[config.mk]
export PLATFORM = sky130hd
export DESIGN_NAME = sh3_res_fifo
export DESIGN_NICKNAME = d
export VERILOG_FILES = /design/src/hdl/sh3_pkg.sv /design/src/hdl/sh3_res_fifo.sv
export SDC_FILE = /design/constraint.sdc
export NUM_CORES = 1
export LEC_CHECK = 0
export BUFFER_PORTS_ARGS = -buffer_cell sky130_fd_sc_hd__clkbuf_2
export CAP_MARGIN = 10
export CORE_MARGIN = 2
export CORE_UTILIZATION = 56
export CTS_BUF_LIST = sky130_fd_sc_hd__clkbuf_4 sky130_fd_sc_hd__clkbuf_8 sky130_fd_sc_hd__clkbuf_16
export DETAILED_ROUTE_END_ITERATION = 10
export PLACE_DENSITY = 0.78
export SLEW_MARGIN = 20
export SYNTH_ARGS = -nofsm -noshare
export SYNTH_HDL_FRONTEND = slang
export SYNTH_SLANG_ARGS = --single-unit
export TNS_END_PERCENT = 30
[constraint.sdc]
create_clock -name clk -period 2.67 [get_ports clk]
set_input_delay 0.267 -clock clk [delete_from_list [all_inputs] [get_ports clk]]
set_output_delay 0.267 -clock clk [all_outputs]
set_load 0.03 [all_outputs]
[src/hdl/sh3_pkg.sv]
// Shared types, constants and the per-channel sharpening function.
// Used by the result queue and the top level.
package sh3_pkg;

	localparam int MAX_WIDTH_DEF  = 1024;
	localparam int MAX_HEIGHT_DEF = 4096;

	localparam int FW_W = 11;
	localparam int FH_W = 13;

	localparam logic [FW_W-1:0] FRAME_WIDTH_RST  = 11'd640;
	localparam logic [FH_W-1:0] FRAME_HEIGHT_RST = 13'd480;

	// Register index, taken from paddr[2].
	localparam logic REG_FRAME_WIDTH  = 1'b0;
	localparam logic REG_FRAME_HEIGHT = 1'b1;

	localparam logic CMD_PIXEL = 1'b0;
	localparam logic CMD_DRAIN = 1'b1;

	localparam int RES_DEPTH = 4;

	typedef logic [23:0] pixel_t;

	typedef struct packed {
		logic [7:0] red;
		logic [7:0] green;
		logic [7:0] blue;
		logic       frame_end;
	} pix_res_t;

	typedef struct packed {
		logic top;
		logic bottom;
		logic left;
		logic right;
		logic last;
	} nbr_flags_t;

	function automatic logic [7:0] sharpen_chan(input logic [7:0] c, input logic [7:0] u,
		input logic [7:0] d, input logic [7:0] l, input logic [7:0] r);
		logic [10:0]       five;
		logic [9:0]        neg;
		logic signed [11:0] v;
		logic [7:0]        res;
		five = {1'b0, c, 2'b00} + {3'b000, c};
		neg  = {2'b00, u} + {2'b00, d} + {2'b00, l} + {2'b00, r};
		v    = $signed({1'b0, five}) - $signed({2'b00, neg});
		if (v < 0) begin
			res = 8'd0;
		end else if (v > 12'sd255) begin
			res = 8'd255;
		end else begin
			res = v[7:0];
		end
		return res;
	endfunction

endpackage

[src/hdl/sh3_res_fifo.sv]
// Small result queue between the filter pipeline and the output channel.
// Depends on sh3_pkg for the result type and depth.
module sh3_res_fifo (
	input  logic              clk,
	input  logic              arst_n,
	input  logic              push,
	input  sh3_pkg::pix_res_t push_data,
	output logic              valid,
	input  logic              ready,
	output sh3_pkg::pix_res_t data
);

	localparam int AW = $clog2(sh3_pkg::RES_DEPTH);

	sh3_pkg::pix_res_t mem_q [sh3_pkg::RES_DEPTH];
	logic [AW-1:0] wr_ptr_q;
	logic [AW-1:0] rd_ptr_q;
	logic [AW:0]   count_q;
	logic          pop;

	assign valid = (count_q != '0);
	assign data  = mem_q[rd_ptr_q];
	assign pop   = valid && ready;

	always_ff @(posedge clk) begin
		if (push) begin
			mem_q[wr_ptr_q] <= push_data;
		end
	end

	always_ff @(posedge clk or negedge arst_n) begin
		if (!arst_n) begin
			wr_ptr_q <= '0;
			rd_ptr_q <= '0;
			count_q  <= '0;
		end else begin
			if (push) begin
				wr_ptr_q <= wr_ptr_q + AW'(1);
			end
			if (pop) begin
				rd_ptr_q <= rd_ptr_q + AW'(1);
			end
			if (push && !pop) begin
				count_q <= count_q + (AW+1)'(1);
			end else if (pop && !push) begin
				count_q <= count_q - (AW+1)'(1);
			end
		end
	end

endmodule

==> results of run 1 <==
-- final timing paths --
path,start,to,slack (ns),depth (start not counted)
max in group asynchronous,arst_n,rd_ptr_q[0],2.22,2
max,rd_ptr_q[0],data[8],0.40,3
min,push_data[16],mem_q[1][16],0.13,1
min in group asynchronous,arst_n,wr_ptr_q[1],0.28,2
min reg2reg,count_q[2],count_q[2],0.48,1
max reg2reg,count_q[0],count_q[2],0.61,8
-- metal layers --
layer / up-vias / global-route usage [%] / wire length (um)
met4: 0 / 8.14 / 87
met2: 44 / 29.6 / 3230
met3: 6 / 3.97 / 296
li1: 811 / - / -
met1: 931 / 22.6 / 2620
met5: - / 0 / 0
-- cell usage after synthesis (all sizes together) (2+ instances only) --
library cell	n	area, um2
and2	4	25.0
buf	6	66.3
dfrtp	7	175
edfxtp	100	3000
ha	5	62.6
inv	3	11.3
mux4	25	589
nand2	2	7.51
xnor2	3	26.3
xor2	3	26.3
-- cells by family after synthesis --
logic type	Yosys count	synth area share, %
adder cells (fa/ha/maj)	6	2.04
AND/OR/NAND/NOR	9	1.18
buffers and inverters	9	1.92
XOR/XNOR	6	1.30
multiplexers	26	14.9
flip-flops	107	78.6
AO/OA/AOI/OAI	1	0.124
-- area by class of cell --
cell class              count  area, um2
multi-input cells          48        788
flip-flops and latches    107       3180
fillers                   468       2250
clock inverters             7       92.6
well taps                  96        120
inverters                   3       11.3
repair buffers             61        338
clock buffers               9        124
-- stage by stage --
| step | total power, mW | hold slack, ns |
|---|---|---|
| after floorplan | 3.78 | -0.0286 |
| after global placement | 4.21 | 0.108 |
| after detailed placement | 4.24 | 0.111 |
| after CTS | 5.27 | 0.112 |
| after global routing | 5.47 | 0.119 |
| final | 5.20 | 0.130 |
-- timing repair --
item	4_1_cts	5_1_grt
hold buffers	1	0
resized for setup	0	0
endpoints found under the hold margin	7	0
buffers inserted	0	0
-- state kept, by name (all words and copies together) (netlist names) --
register  count
count_q       3
rd_ptr_q      2
wr_ptr_q      2
mem_q       100
-- power breakdown --
group          total [mW]  switching, mW  leakage [nW]  internal (mW)
clock network        1.03          0.507         0.103          0.525
registers            2.39          0.181          1.00           2.21
logic                1.78           1.08         0.558          0.702
total                5.20           1.77          1.66           3.43
-- worst register-to-register path, delay by kind of cell (launching register included) --
kind	cells	cell delay (ns)
AND/OR/NAND/NOR	3	0.65
flip-flops	1	0.42
adder cells (fa/ha/maj)	2	0.57
XOR/XNOR	2	0.29
buffers and inverters	1	0.06
==> results.json, run 1 <==
{
  "outcome": "completed",
  "initial_core_util_pct": 58.6,
  "hold_viol_final": 0,
  "rows": 30,
  "die_h_um": 89.0,
  "setup_viol": 0,
  "cp_max_fo": 15,
  "grt_usage_pct": 17.7,
  "cts_root_buffer": "clkbuf_8",
  "dp.cells": 314,
  "power.density_nw_per_um2": 1120,
  "place.gp.congestion": 0.694,
  "post-route-min-period_ns": 2.27,
  "avgSynthCellArea_um2": 24.7,
  "port_buffers": 54,
  "numCtsBuffers": 9,
  "post-route-period-util_pct": 85.2,
  "drt_iter0_drc": 70,
  "fmax_mhz": 440,
  "synth-edff-count": 100,
  "die_area_um2": 7920,
  "via_per_inst": 5.41,
  "placed_cell_area_um2": 4430,
  "slew_violations": 0,
  "synth_warnings": 0,
  "grt_first_pass_wirelength_um": 9820,
  "async_flop_share_pct": 6.54,
  "syn_nets": 199,
  "grt_pass1_vias": 1946,
  "drv_cap": 0,
  "synthFlopType": "edfxtp_1",
  "end_kind": "primary output",
  "finish.utilization_pct": 67.4,
  "stdcell_count": 331,
  "dp_hpwl_um": 3920,
  "worstPathArrival_ns": 2.01,
  "final_common_cell": "edfxtp_1",
  "fin_ws_ns": 0.396,
  "tightest_slew_ns": 0.501,
  "cts_tree": "yes",
  "die_w_um": 89.0,
  "place_ws_ns": 0.603,
  "crit_buf_inv": 2,
  "critPathKind": "flop to primary output",
  "slowest_delay_ns": 0.69,
  "cp_top_family": "flip-flops",
  "hold_path_class": "primary input to flop",
  "overflow": 0,
  "htreeDepth": 3,
  "tns_ns": 0,
  "total_leakage_power_nw": 1.66,
  "grt_max_degree": 26,
  "rsz0062_at_grt": "no",
  "cts.sinks": 107,
  "diodes": 0,
  "drt_pass1_iterations": 4,
  "vdd_ir_drop_max_mv": 0.644,
  "clk_pin_slew_ns": 0.09,
  "cp.required_ns": 2.40,
  "crit_path_start_kind": "flop",
  "layout_common_cells": "100 x edfxtp_1, 54 x clkbuf_2, 18 x mux4_2, 9 x clkbuf_8, 7 x mux4_1",
  "netlist_instances": 164,
  "routedWlPerCell_um": 18.8,
  "vias": 1792,
  "slew_headroom_pct": 66.6,
  "ys_seq_area_share_pct": 78.6,
  "drive_gt1_share_pct": 40.4,
  "drt-total-wl_um": 6230,
  "fin_area_um2": 4650,
  "layout.nets": 265,
  "skew_ns": 0.00682,
  "ys_seq_elements": 107,
  "num_io_pins": 55,
  "core_area_um2": 6910,
  "cp_cell_sequence": "buf_12 -> mux4_2 -> clkbuf_2",
  "cts_max_path_buffers": 2,
  "synthesis.area_um2": 4040,
  "ant_nets": 0,
  "route.detailed.drc": 0,
  "critPathSlowestCell": "dfrtp_2",
  "clk_latency_ns": 0.35,
  "antenna_found_initial": 0,
  "ys_types": 19,
  "syn2layout_area_growth_pct": 15.1
}
Power figures use the tool's default switching activity.
==> run 2, diff against run 1 <==
- ABC_AREA: default -> 1
- CORE_UTILIZATION: 56 -> 57
- PLACE_DENSITY: 0.78 -> 0.79
- SKIP_LAST_GASP: default -> 1
==> run 2 against run 1 <==
Effect of this change: sequential share of layout area fell by 4.7 points; synthesized cell count rose by 110%; combinational power rose by 29%; critical endpoint is now data[14]; die area rose by 7.5%; highest routed layer unchanged; critical path type unchanged.
==> results.json, run 2 <==
{
  "fin_area_um2": 5000,
  "vias": 2643,
  "placed_cell_area_um2": 4760,
  "tns_ns": 0,
  "grt_usage_pct": 19.0,
  "ys_seq_elements": 107,
  "synth-edff-count": 100,
  "finish.utilization_pct": 65.4,
  "yosysTopAreaCellShare_pct": 67.6,
  "critPathKind": "flop to primary output",
  "cts_resized": 0,
  "syn_nets": 381,
  "antenna_found_initial": 0,
  "grt_first_pass_wirelength_um": 12000,
  "core_area_um2": 7650,
  "grt_max_degree": 38,
  "port_buffers": 54,
  "drive_gt1_share_pct": 20.1,
  "setup_viol": 0,
  "dp_hpwl_um": 4640,
  "layout.nets": 438,
  "fmax_mhz": 439,
  "end_kind": "primary output",
  "place.gp.congestion": 0.750,
  "syn2layout_area_growth_pct": 12.6,
  "async_flop_share_pct": 6.54,
  "cts_max_path_buffers": 2,
  "drv_cap": 0,
  "synth_warnings": 0,
  "reg_top3": "mem_q (100), count_q (3)",
  "ant_nets": 0,
  "num_io_pins": 55,
  "outcome": "completed",
  "route.detailed.drc": 0,
  "post-route-period-util_pct": 85.2,
  "cts_root_buffer": "clkbuf_8",
  "routedWlPerCell_um": 14.9,
  "yosys-top-cells-count": "100 x edfxtp_1, 95 x nand2_1, 61 x inv_1",
  "ys_types": 19,
  "numCtsBuffers": 9,
  "synthesis.area_um2": 4440,
  "hold_path_class": "primary input to flop",
  "total_leakage_power_nw": 2.12,
  "yosys-top-cells-area": "edfxtp_1 68%, o211ai_1 8.1%, nand2_1 8.0%",
  "final_common_cell": "edfxtp_1",
  "cts_tree": "yes",
  "rows": 32,
  "yosysMostFrequentCell": "edfxtp_1",
  "skew_ns": 0.0132,
  "tightest_slew_ns": 0.607,
  "drt_pass1_iterations": 4,
  "hold_viol_final": 0,
  "netlist_instances": 346,
  "synthFlopType": "edfxtp_1",
  "vdd_ir_drop_max_mv": 0.852,
  "power.density_nw_per_um2": 1140,
  "swShare_pct": 40.7,
  "drt_iter0_drc": 184,
  "drt-total-wl_um": 7620,
  "grt_pass1_vias": 2539,
  "worstPathArrival_ns": 2.01,
  "largest_reg_flops": 100,
  "via_per_inst": 5.18,
  "layout_common_cells": "100 x edfxtp_1, 95 x nand2_1, 61 x inv_1, 54 x clkbuf_2, 48 x o211ai_1",
  "post-route-min-period_ns": 2.28,
  "slew_violations": 0,
  "cts.sinks": 107,
  "cp.required_ns": 2.40,
  "power_frac_comb_pct": 40.1,
  "clk_pin_slew_ns": 0.11,
  "yosysTopAreaCell": "edfxtp_1",
  "initial_core_util_pct": 58.1,
  "clk_latency_ns": 0.37,
  "rsz0062_at_grt": "no",
  "avgSynthCellArea_um2": 12.8,
  "fillCellCount": 553,
  "cp_max_fo": 36,
  "clkPwrFrac_pct": 19.4,
  "ys_seq_area_share_pct": 71.6,
  "die_area_um2": 8510,
  "sequentialPowerShare_pct": 40.5,
  "die_w_um": 92.3,
  "p_int_mw": 3.39,
  "power.net_switching_mw": 2.32,
  "slew_headroom_pct": 59.5,
  "overflow": 0,
  "diodes": 0,
  "crit_path_start_kind": "flop",
  "largest_register": "mem_q",
  "die_h_um": 92.3,
  "htreeDepth": 3
}
==> run 2: cell types whose count changed after synthesis, sizes merged, moves of 4 or more <==
cell	change
nand2	+93
and2	-4
inv	+60
buf	+9
mux4	-25
o211ai	+50
==> run 2: metal layers <==
layer  part of all wire [%]  routed length, um  track usage (%)  vias to the layer above
met5                      0                  0                0                        -
met4                    3.9                297             11.8                        0
met3                    4.9                370             3.70                       24
met2                     50               3810             30.6                       79
met1                     41               3150             23.8                     1250
li1                       -                  -                -                     1290
==> run 2: worst paths after layout <==
| check | slack [ns] | depth (start not counted) | start | end |
|---|---|---|---|---|
| worst max register to register | 0.92 | 10 | count_q[0] | count_q[2] |
| worst min register to register | 0.49 | 2 | count_q[2] | count_q[2] |
| worst min-delay path | 0.11 | 1 | push_data[23] | mem_q[2][23] |
| max in group asynchronous | 2.24 | 2 | arst_n | count_q[0] |
| min in group asynchronous | 0.26 | 2 | arst_n | count_q[1] |
| worst max-delay path | 0.39 | 5 | rd_ptr_q[0] | data[14] |
==> run 2: area by class of cell <==
class / count / area, um2 / share of cell area, %
timing repair buffer: 63 / 353 / 7.06
multi-input combinational: 159 / 872 / 17.4
inverter: 63 / 236 / 4.73
clock inverter: 7 / 108 / 2.15
tap: 102 / 128 / 2.55
clock buffer: 9 / 124 / 2.48
sequential: 107 / 3180 / 63.6
==> run 2: metrics by stage <==
stage                     worst slack (ns)  instances  hold slack, ns  power, mW
after floorplan                      0.830        346         -0.0286       4.14
after global placement               0.830        493           0.117       4.57
after detailed placement             0.809        493           0.117       4.65
after CTS                            0.382        510          0.0958       5.76
after global routing                 0.243        510          0.0934       6.04
final                                0.394        510           0.110       5.71
==> run 2: power by group through the flow <==
stage | registers (mW) | logic [mW] | clock network [mW]
2_1_floorplan | 2.33 | 1.81 | 0
3_3_place_gp | 2.34 | 2.23 | 0
3_5_place_dp | 2.35 | 2.30 | 0
4_1_cts | 2.31 | 2.32 | 1.13
5_1_grt | 2.34 | 2.50 | 1.20
6_report | 2.31 | 2.29 | 1.11
==> run 2: cell families after synthesis <==
kind of cell,count (synthesis),share of synthesized area [%]
flip-flops,107,71.6
AND/OR/NAND/NOR,100,8.59
buffers and inverters,80,8.79
AO/OA/AOI/OAI,51,8.79
adder cells (fa/ha/maj),6,1.86
XOR/XNOR,2,0.395
==> run 2: critical path: stages, from the launching register on <==
cell,delay (ns)
dfrtp_1,0.41
inv_2,0.46
buf_4,0.29
o211ai_1,0.12
nand2_1,0.13
clkbuf_2,0.21
==> run 2: timing repair <==
item / 4_1_cts / 5_1_grt
setup buffers: 0 / 0
hold buffers: 1 / 0
hold endpoints to repair: 7 / 0
